<file path="config.mk">
export PLATFORM = sky130hd
export DESIGN_NAME = gbes_gap_unit
export DESIGN_NICKNAME = d
export VERILOG_FILES = /design/src/rtl/gbes_pkg.sv /design/src/rtl/gbes_gap_unit.sv
export SDC_FILE = /design/constraint.sdc
export NUM_CORES = 1
export LEC_CHECK = 0
export ABC_CLOCK_PERIOD_IN_PS = 13100
export BUFFER_PORTS_ARGS = -buffer_cell sky130_fd_sc_hd__buf_2
export CAP_MARGIN = 15
export CORE_ASPECT_RATIO = 0.5
export CORE_MARGIN = 2
export CORE_UTILIZATION = 60
export DETAILED_ROUTE_END_ITERATION = 10
export PLACE_DENSITY = 0.88
export SYNTH_ARGS = -nofsm -noshare
export SYNTH_HDL_FRONTEND = slang
export SYNTH_SLANG_ARGS = --single-unit
export TNS_END_PERCENT = 1
</file>
<file path="constraint.sdc">
create_clock -name clk_i -period 13.1 [get_ports clk_i]
set_input_delay 1.31 -clock clk_i [delete_from_list [all_inputs] [get_ports clk_i]]
set_output_delay 1.31 -clock clk_i [all_outputs]
set_load 0.005 [all_outputs]
</file>
<file path="src/rtl/gbes_pkg.sv">
// Shared types, codes and default sizes for the gap buffer edit store.
`timescale 1ns / 1ps
`default_nettype none

package gbes_pkg;

  // Default sizes, handed to the top level parameters
  localparam int CAPACITY_DEF   = 1024;
  localparam int ELEM_WIDTH_DEF = 32;

  // Fixed field widths of the item channels
  localparam int OP_W     = 2;
  localparam int POS_W    = 11;
  localparam int VALUE_W  = 32;
  localparam int STATUS_W = 2;

  // Operation codes
  typedef enum logic [OP_W-1:0] {
    OP_INSERT = 2'd0,
    OP_ERASE  = 2'd1,
    OP_READ   = 2'd2
  } op_e;

  // Result status codes
  typedef enum logic [STATUS_W-1:0] {
    STATUS_OK      = 2'd0,
    STATUS_BAD_POS = 2'd1,
    STATUS_FULL    = 2'd2
  } status_e;

  // Input item
  typedef struct packed {
    logic [OP_W-1:0]           operation;
    logic [POS_W-1:0]          position;
    logic [POS_W-1:0]          range_end;
    logic signed [VALUE_W-1:0] new_value;
  } in_item_t;

  // Result item
  typedef struct packed {
    logic [STATUS_W-1:0]       status;
    logic signed [VALUE_W-1:0] read_value;
    logic [POS_W-1:0]          element_count;
    logic                      is_empty;
  } out_item_t;

  // Commands from the sequencer to the gap pointer unit
  typedef struct packed {
    logic step;    // move the gap one slot towards the target
    logic insert;  // claim the first gap slot
    logic erase;   // widen the gap over the erased range
  } gap_cmd_t;

endpackage : gbes_pkg

`default_nettype wire

</file>
<file path="src/rtl/gbes_gap_unit.sv">
// Gap pointers and element count, with the shared step and address arithmetic.
`timescale 1ns / 1ps
`default_nettype none

module gbes_gap_unit
  import gbes_pkg::*;
#(
  parameter int CAPACITY = CAPACITY_DEF,
  localparam int AW = (CAPACITY > 1) ? $clog2(CAPACITY) : 1,
  localparam int CW = $clog2(CAPACITY + 1)
) (
  input  wire logic          clk_i,
  input  wire logic          rst_ni,
  input  wire gap_cmd_t      cmd_i,
  input  wire logic [CW-1:0] target_i,     // logical position the gap moves to
  input  wire logic [CW-1:0] erase_len_i,
  input  wire logic [CW-1:0] rd_pos_i,     // logical index to look up
  output logic               at_target_o,
  output logic      [AW-1:0] step_raddr_o,
  output logic      [AW-1:0] step_waddr_o,
  output logic      [AW-1:0] ins_addr_o,
  output logic      [AW-1:0] lookup_addr_o,
  output logic      [CW-1:0] count_o,
  output logic      [CW-1:0] gap_start_o,
  output logic      [CW-1:0] gap_stop_o
);

  logic [CW-1:0] gap_start_q, gap_start_d;
  logic [CW-1:0] gap_stop_q, gap_stop_d;
  logic [CW-1:0] count_q, count_d;
  logic          move_left;
  logic [CW-1:0] start_step, stop_step;
  logic [CW-1:0] lookup_slot;

  // Step unit: both pointers move by one in the same direction
  assign move_left   = target_i < gap_start_q;
  assign at_target_o = target_i == gap_start_q;
  assign start_step  = move_left ? gap_start_q - CW'(1) : gap_start_q + CW'(1);
  assign stop_step   = move_left ? gap_stop_q - CW'(1) : gap_stop_q + CW'(1);

  // Moving left copies the slot below the gap to its top end;
  // moving right copies the slot above the gap to its bottom end
  assign step_raddr_o = move_left ? start_step[AW-1:0] : gap_stop_q[AW-1:0];
  assign step_waddr_o = move_left ? stop_step[AW-1:0]  : gap_start_q[AW-1:0];
  assign ins_addr_o   = gap_start_q[AW-1:0];

  // Logical to physical slot
  assign lookup_slot   = (rd_pos_i < gap_start_q) ? rd_pos_i
                                                  : gap_stop_q + (rd_pos_i - gap_start_q);
  assign lookup_addr_o = lookup_slot[AW-1:0];

  // Pointer and count update
  always_comb begin
    gap_start_d = gap_start_q;
    gap_stop_d  = gap_stop_q;
    count_d     = count_q;
    if (cmd_i.step) begin
      gap_start_d = start_step;
      gap_stop_d  = stop_step;
    end else if (cmd_i.insert) begin
      gap_start_d = gap_start_q + CW'(1);
      count_d     = count_q + CW'(1);
    end else if (cmd_i.erase) begin
      gap_stop_d  = gap_stop_q + erase_len_i;
      count_d     = count_q - erase_len_i;
    end
  end

  always_ff @(posedge clk_i or negedge rst_ni) begin
    if (!rst_ni) begin
      gap_start_q <= '0;
      gap_stop_q  <= CW'(CAPACITY);
      count_q     <= '0;
    end else begin
      gap_start_q <= gap_start_d;
      gap_stop_q  <= gap_stop_d;
      count_q     <= count_d;
    end
  end

  assign count_o     = count_q;
  assign gap_start_o = gap_start_q;
  assign gap_stop_o  = gap_stop_q;

endmodule : gbes_gap_unit

`default_nettype wire

</file>
==> results of run 1 <==
## sequential cells by signal, indices dropped and copies added, names as in the netlist
register     flops
gap_start_o     11
count_o         11
gap_stop_o      11
## power by group through the flow
stage               clock [mW]  combinational (mW)  sequential (mW)
floorplan                    0               0.838            0.220
global placement             0                1.09            0.245
detailed placement           0                1.13            0.246
CTS                      0.119                1.14            0.245
global route             0.123                1.29            0.256
finish                   0.118                1.15            0.248
## final timing paths
check	depth (start not counted)	startpoint	end	slack, ns
worst max-delay path	15	target_i[5]	step_waddr_o[6]	7.08
worst min-delay path	1	count_o[10]	count_o[10]	0.47
worst max register to register	13	gap_start_o[5]	gap_stop_o[10]	9.00
worst min register to register	1	count_o[10]	count_o[10]	0.47
max in group asynchronous	1	rst_ni	gap_stop_o[0]	11.48
min in group asynchronous	1	rst_ni	count_o[6]	1.11
## critical path, stage by stage
cell	delay, ns
buf_2	0.10
ha_1	0.32
a41oi_1	0.19
o21ai_1	0.15
a2111oi_4	0.35
buf_4	0.47
inv_2	0.26
fa_1	0.46
nor2b_1	0.17
o31a_1	0.20
o21a_1	0.13
nor2_1	0.05
xnor2_1	0.15
mux2_2	0.28
buf_2	0.13
## synth_stat cells, drive strengths merged (2+ instances only)
master and count:
a2111oi 4, a211oi 10, a21boi 2, a21o 8, a21oi 39, a22oi 4, a31oi 7, and2 2
and3 6, buf 19, clkbuf 9, dfrtp 32, fa 12, ha 63, inv 61, mux2 7
mux2i 16, nand2 47, nand2b 4, nand3 10, nand4 3, nor2 41, nor2b 6, nor3 15
nor3b 2, nor4 4, o211a 2, o211ai 3, o21a 9, o21ai 50, o21bai 5, o31a 2
o31ai 4, o41ai 4, or2 2, or3 13, xnor2 38, xor2 14
## through the flow
step / std cells / hold slack, ns / setup WS, ns
CTS: 791 / 0.468 / 7.13
floorplan: 591 / 0.465 / 7.45
global placement: 783 / 0.455 / 7.24
finish: 792 / 0.467 / 7.08
detailed placement: 783 / 0.457 / 7.15
global route: 792 / 0.490 / 6.85
## cells by family (layout without fill, tap and decap cells)
| family | Yosys count | after routing |
|---|---|---|
| and+or+nand+nor | 160 | 160 |
| adders and majority gates | 75 | 75 |
| buffers and inverters | 89 | 182 |
| xor gates and xnor gates | 52 | 52 |
| muxes | 23 | 23 |
| DFF | 33 | 33 |
| AOI/OAI and AO/OA | 159 | 159 |
## metal layers
metal,global-route usage,share of wire,routed length (um)
met1,0.402,0.46,5820
met2,0.530,0.46,5800
met3,0.0345,0.065,819
met4,0.0484,0.0086,108
met5,0,0,0
## cell type report
type                       count  area [um^2]  share of cell area
sequential                    33          827               0.152
timing repair buffer         113          571               0.105
clock inverter                 3         17.5             0.00322
multi-input combinational    469         3530               0.650
clock buffer                   5          125              0.0230
tap                          108          135              0.0249
inverter                      61          229              0.0421
==> qor.csv, run 1 <==
metric;value;unit
syn_inst;591;
synthAdderAreaFrac;0.217;
wirelength;12.5;mm
intPower;0.758;mW
finalPower;1.52;mW
routed-via-count;4640;
dieHeight;66.9;um
rows;22;
layout-drive-gt1-share;0.206;
num_antenna_cells;0;
seqPwrFrac;0.163;
area_growth;14.4;%
track_usage;0.299;
synthDistinctLibCells;59;
path_clk_slew;0.05;ns
fin_crit_sh;0.460;
yosys-top-cells-area;dfrtp_1, ha_1, xnor2_1, fa_1, o21ai_0;
post_drt_wl_per_cell;15.8;um
io_pins;112;
combinationalPowerShare;0.759;
hold_viol;0;
ant_nets;0;
cts_resized;0;
utilization;0.726;
root_buffer;clkbuf_16;
crit_fanout;53;
synth_top_family_by_area;adder cells;
place_hpwl;9.86;mm
fin_setup_tns;0;ns
synth_top_area_frac;0.169;
grt_pass1_vias;4302;
synthSimpleGateAreaFrac;0.168;
synth_flop_cell;dfrtp_1;
final_cell_mix;buf_2, ha_1, inv_1;
core;7490;um^2
p_clk_frac;0.078;
viasPerCell;5.86;
path_class;in2out;
cts.sinks;33;
p_leak;2.70;nW
drt_iter0_drc;323;
route.detailed.drc;0;
hp-class;reg2reg;
start_util;0.634;
layout_commonest_cell;buf_2;
drv_slew;0;
crit_path_end_kind;output port;
place_area;5280;um^2
antenna_found_initial;0;
die_area;8690;um^2
fp.dieW;130;um
numCtsBuffers;5;
cts_tree;built;
gr-total-overflow;0;
clkLatencyLatePin;0.28;ns
ir_drop;101;uV
power_density;279;nW/um^2
synth-edff-count;0;
grt_max_degree;54;
yosys_warnings;0;
final-setup-viol-count;0;
synth_compound_area_frac;0.213;
tightestPinTransition;1.07;ns
async_flop_share;1.00;
crit_path_start_kind;primary input;
required;11.79;ns
synth_largest_area_cell;dfrtp_1;
final_nets;796;
switching_share;0.500;
muxShareOfSynthArea;0.0503;
period_minus_slack;6.02;ns
htreeDepth;2;
synth-seq-area-share;0.174;
num-fill-cells;607;
grt_pass1_wl;20.4;mm
slew-limit-headroom;0.281;
hold_buffers;0;
gp_congestion;0.871;
design_area;5430;um^2
ys_seq_elements;33;
syn_avg_cell_area;8.04;um^2
grt_setup_unrepaired;no;
synth_area;4750;um^2
clock_path_buffers;2;
status;finished, final reports clean;
critPathArrivalTime;4.71;ns
postCtsSetupBuffers;0;
synth_xor_area_frac;0.0959;
cap_violations;0;
netSwitchingPower;0.759;mW
fin_skew;0.00698;ns
port_buffers;111;
max_freq;0.166;GHz
synth_fp_nets;704;
first_pass_iters;5;
Power figures use the tool's default switching activity.
==> inputs of run 2 (changes only) <==
Settings changed: ABC_AREA from default to 1, ABC_CLOCK_PERIOD_IN_PS 13100 to 5600, CORE_UTILIZATION 60 to 57, PLACE_DENSITY 0.88 to 0.83.
Clock period 13.1 ns to 5.6 ns, I/O delays scaled along.
==> run 2 against run 1 <==
  * Register-to-register slack worse by 7.1 ns
  * Sequential power up 130%
  * Clock skew down 0.0015 ns
  * Clock power up 140%
  * Wire length up 13%
  * Worst setup slack worse by 6.0 ns
  * Sequential share of layout area down 0.92 points
  * Die area up 12%
  * Largest power group unchanged
  * Global-route usage down 0.49 points
  * First-iteration DRC count up 9.9%
  * Synthesized area up 7.1%
==> qor.csv, run 2 <==
metric;value;unit
rows;24;
path_clk_slew;0.06;ns
power_density;682;nW/um^2
synthSimpleGateAreaFrac;0.296;
ys_seq_elements;33;
placedCellCount;966;
synth_area;5080;um^2
start_util;0.586;
clock_path_buffers;2;
die_area;9740;um^2
post_drt_wl_per_cell;14.6;um
hold_buffers;0;
place_hpwl;11.6;mm
critPathArrivalTime;3.97;ns
cap_violations;0;
tightestPinTransition;0.815;ns
max_freq;0.221;GHz
crit_path_end_kind;output port;
crit_fanout;40;
gr-total-overflow;0;
grt_pass1_wl;22.5;mm
layout-drive-gt1-share;0.184;
synth_largest_area_cell;dfrtp_1;
yosys_warnings;0;
synth_fp_nets;872;
final_nets;969;
layout_commonest_cell;nand2_1;
p_leak;3.19;nW
path_delay_family;simple AND/OR/NAND/NOR gates;
yosys-top-cells-area;dfrtp_1, ha_1, nand2_1, inv_1, xor2_1;
synthAdderAreaFrac;0.202;
status;finished, final reports clean;
grtUsageMet1;0.378;
area_growth;13.8;%
synth_xor_area_frac;0.0672;
grt_setup_unrepaired;no;
synth_most_common_cell;nand2_1;
fin_setup_tns;0;ns
met2_usage;0.528;
fp.dieW;138;um
cpPeakStageDelay;0.59;ns
cpMaxStageDelayCell;dfrtp_1;
period_minus_slack;4.53;ns
root_buffer;clkbuf_16;
grt-busiest-layer;met2;
antenna_found_initial;0;
htreeDepth;2;
synth-edff-count;0;
io_pins;112;
slew-limit-headroom;0.457;
drt_iter0_drc;355;
first_pass_iters;5;
crit_path_start_kind;flop;
viasPerCell;5.49;
core;8680;um^2
synth_common_cells;nand2_1, inv_1, ha_1;
hold_viol;0;
gp_congestion;0.949;
cpMostUsedCell;nand2_1;
synth-seq-area-share;0.163;
cts_tree;built;
grt_pass1_vias;5017;
path_buf_inv;3;
cp_cell_sequence;inv_1, ha_1, nand2_1, nor2_1, and2_1, nand2_2, nand3_4, inv_2, ha_1, nand2_1, nand2_1, a21oi_1, o21ai_1, nand3_1, nand2_1, nand2_1, nand3_1, o21ai_1, buf_2;
clkLatencyLatePin;0.29;ns
synth_compound_area_frac;0.158;
syn_inst;759;
grt_max_degree;41;
synth_top_area_frac;0.157;
wirelength;14.2;mm
cts_resized;0;
routed-via-count;5352;
final_cells;974;
ant_nets;0;
met3_usage;0.0366;
path_class;reg2out;
fin_skew;0.00552;ns
hp-class;in2async;
route.detailed.drc;0;
synth_top_family_by_area;simple AND/OR/NAND/NOR gates;
ir_drop;412;uV
final-setup-viol-count;0;
async_flop_share;1.00;
track_usage;0.294;
dieHeight;70.8;um
port_buffers;111;
synth_flop_cell;dfrtp_1;
postCtsSetupBuffers;0;
fin_crit_sh;0.810;
drv_slew;0;
num_antenna_cells;0;
numCtsBuffers;5;
final_cell_mix;nand2_1, buf_2, inv_1;
cts.sinks;33;
required;5.04;ns
muxShareOfSynthArea;0;
syn_avg_cell_area;6.70;um^2
synthDistinctLibCells;44;
-- run 2: changes by cell type after synthesis, sizes merged, moves of 7 or more --
cell and change:
nand2 +149, inv +55, nand3 +42, xnor2 -28
mux2i -16, nand4 +15, xor2 +15, or3 -13
nor2 +12, o21ai +12, a211oi -9, o21a -8
mux2 -7
-- run 2: final cells by class --
cell class              count  area [um^2]
clock inverters             2         10.0
flip-flops and latches     33          827
clock buffers               6          129
multi-input cells         589         3680
well taps                 117          146
repair buffers            111          556
fillers                   813         2890
inverters                 116          435
-- run 2: path summary, 6_finish.rpt --
kind                                start               to  slack [ns]  cells after the start
max                        gap_start_o[5]  step_waddr_o[8]        1.07                     19
max reg2reg                gap_start_o[5]    gap_stop_o[7]        1.89                     18
max in group asynchronous          rst_ni    gap_stop_o[8]        4.72                      1
min                                rst_ni       count_o[3]        0.36                      1
min in group clk_i             count_o[0]       count_o[0]        0.50                      2
min reg2reg                    count_o[0]       count_o[0]        0.50                      2
-- run 2: through the flow --
| stage | hold WS (ns) | total power, mW | setup slack, ns | cell area, um^2 | util |
|---|---|---|---|---|---|
| final | 0.362 | 3.95 | 1.07 | 5780 | 0.667 |
| after global routing | 0.418 | 4.38 | 0.765 | 5780 | 0.667 |
| after CTS | 0.391 | 3.91 | 1.12 | 5780 | 0.667 |
| after detailed placement | 0.488 | 3.62 | 1.43 | 5650 | 0.651 |
| after global placement | 0.487 | 3.54 | 1.59 | 5650 | 0.651 |
| after floorplan | 0.264 | 2.78 | 2.21 | 5080 | - |
-- run 2: worst reg2reg max path, stage by stage, from the launching register on --
cell	delay [ns]
dfrtp_1	0.59
inv_1	0.22
ha_1	0.32
nand2_1	0.09
nor2_1	0.04
and2_1	0.17
nand2_2	0.11
nand3_4	0.18
inv_2	0.52
ha_1	0.41
a21oi_1	0.23
nor2_1	0.07
nor2_1	0.08
nand2_1	0.06
or2_1	0.22
nand3_1	0.09
o21ai_1	0.07
nand2_1	0.08
nand2_1	0.05
-- run 2: metal layers --
layer  share of wire  routed length (um)
met4           0.013                 190
met1            0.44                6290
met2            0.48                6830
met3           0.063                 890
met5               0                   0
-- run 2: cells by family after synthesis --
family,after synthesis
flip-flops,33
XOR/XNOR,39
AO/OA/AOI/OAI,137
buffers and inverters,137
adder cells (fa/ha/maj),75
AND/OR/NAND/NOR,338
-- run 2: power breakdown --
part           internal [mW]  total (mW)  leakage, nW  switching, mW
logic                   1.28        3.10         2.71           1.83
clock network          0.164       0.281       0.0706          0.117
registers              0.354       0.562        0.404          0.208
==> inputs of run 3 (changes only) <==
Settings changed: ABC_AREA 1 to 0, ABC_CLOCK_PERIOD_IN_PS 5600 to 3800, CORE_UTILIZATION 57 to 51, PLACE_DENSITY 0.83 to 0.79.
Clock period 5.6 ns to 3.8 ns, I/O delays scaled along.
==> run 3 against run 2 <==
  * Critical path depth fell by 4
  * Global-route usage fell by 3.5 points
  * Wire length fell by 6.8%
  * Cell area rose by 0.89%
  * Register-to-register slack got worse by 1.2 ns
  * Clock-buffer cell count did not move
  * Die area rose by 4.2%
  * Clock skew rose by 0.00068 ns
  * Critical endpoint is now step_waddr_o[6]
  * Critical path type unchanged
  * Sequential cell count did not move
  * Sequential power rose by 30%
  * Combinational power rose by 47%
  * Via count fell by 11%
==> qor.csv, run 3 (synthesized netlist as in run 1, its figures left out) <==
metric;value;unit
gr-total-overflow;0;
num_antenna_cells;0;
path_buf_inv;5;
port_buffers;111;
route.detailed.drc;0;
layout-drive-gt1-share;0.280;
root_buffer;clkbuf_16;
finalPower;5.70;mW
crit_path_start_kind;flop;
hold_viol;0;
io_pins;112;
routed-via-count;4757;
period_minus_slack;3.70;ns
fp.dieW;140;um
place_hpwl;10.4;mm
first_pass_iters;5;
intPower;2.94;mW
wirelength;13.2;mm
cap_violations;0;
placedCellCount;814;
design_area;5840;um^2
numCtsBuffers;5;
post_drt_wl_per_cell;15.9;um
p_clk_frac;0.071;
combinationalPowerShare;0.800;
rr_worst_depth;15;
netSwitchingPower;2.75;mW
cpMaxStageDelayCell;dfrtp_2;
dieHeight;72.2;um
clkLatencyLatePin;0.29;ns
drv_slew;0;
reg2reg_slack;0.69;ns
fin_skew;0.00620;ns
rows;24;
path_clk_slew;0.06;ns
final-setup-viol-count;0;
track_usage;0.259;
r2r-end;gap_stop_o[7];
ir_drop;348;uV
cts.sinks;33;
grt_setup_unrepaired;yes;
ant_nets;0;
gp_congestion;0.919;
grt_pass1_vias;4317;
fin_ws;0.0960;ns
power_density;976;nW/um^2
final_cell_mix;buf_2, ha_1, inv_1;
pre_cts_ws;0.134;ns
slew-limit-headroom;0.398;
grt_pass1_wl;20.9;mm
grt_max_degree;34;
final_nets;826;
path_delay_family;compound AO/OA/AOI/OAI gates;
drt_iter0_drc;253;
max_freq;0.270;GHz
antenna_found_initial;0;
fin_crit_sh;0.975;
path_class;reg2out;
crit_end;step_waddr_o[6];
core;8890;um^2
die_area;10100;um^2
hp-class;in2async;
viasPerCell;5.72;
crit_fanout;4;
clock_path_buffers;2;
start_util;0.534;
final_cells;831;
cp_cell_sequence;inv_2, ha_1, nand4_1, inv_2, a2111oi_4, buf_4, inv_2, fa_2, nor2b_1, o31a_1, o21a_1, nor2_1, xnor2_1, mux2_4, buf_2;
layout_commonest_cell;buf_2;
crit_path_end_kind;output port;
place_area;5470;um^2
area_growth;22.9;%
crit_cells;15;
cpMostUsedCell;inv_2;
status;finished, final reports clean;
required;3.42;ns
cts_tree;built;
reg2reg_from;gap_start_o[8];
crit_path_start;gap_start_o[9];
switching_share;0.484;
p_leak;2.86;nW
utilization;0.657;
critPathArrivalTime;3.32;ns
seqPwrFrac;0.128;
cpPeakStageDelay;0.42;ns
htreeDepth;2;
tightestPinTransition;0.901;ns
==> run 3: layout make-up <==
class                   instances  area [um^2]
multi-input cells             469         3690
fillers                       739         3050
flip-flops and latches         33          830
repair buffers                143          800
inverters                      61          229
well taps                     117          146
clock buffers                   6          129
clock inverters                 2         10.0
==> run 3: worst min-delay path by stage <==
stage / startpoint / endpoint / cells past startpoint
after floorplan: rst_ni / count_o[0] / 0
after global placement: count_o[10] / count_o[10] / 1
after detailed placement: count_o[10] / count_o[10] / 1
after CTS: rst_ni / count_o[3] / 1
after global routing: rst_ni / count_o[3] / 1
final: rst_ni / count_o[3] / 1
==> run 3: timing repair <==
action | 4_1_cts | 5_1_grt
pin swaps | 2 | 10
endpoints found under the setup margin | 4 | 6
hold buffers | 0 | 0
setup buffers | 4 | 5
gates resized for setup | 10 | 24
==> run 3: worst reg2reg max path, cell delays in order (launching register included) <==
cell	delay (ns)
dfrtp_1	0.36
inv_2	0.06
ha_1	0.31
nand4_1	0.21
a211oi_2	0.29
a2111oi_4	0.09
buf_4	0.17
buf_4	0.16
ha_1	0.31
a211oi_2	0.27
o21ai_1	0.15
a31oi_1	0.19
xnor2_1	0.12
buf_4	0.14
nor2_1	0.13
a21oi_1	0.06
==> run 3: power groups by stage <==
stage	combinational, mW	clock, mW	sequential, mW
floorplan	2.91	0	0.758
global placement	4.07	0	0.710
detailed placement	4.19	0	0.718
CTS	4.27	0.412	0.710
global route	5.04	0.423	0.755
finish	4.56	0.406	0.732
==> run 3: routing by layer <==
layer | part of all wire | wire length, um | global-route usage
met1 | 0.49 | 6470 | 0.365
met2 | 0.45 | 5940 | 0.432
met4 | 0.0080 | 106 | 0.0589
met3 | 0.055 | 722 | 0.0350
met5 | 0 | 0 | 0
==> run 3: per-stage QoR <==
step           setup TNS (ns)  hold slack, ns
2_1_floorplan               0          0.0844
3_3_place_gp                0           0.452
3_5_place_dp                0           0.460
4_1_cts                     0           0.202
5_1_grt                -0.107           0.245
6_report                    0           0.174
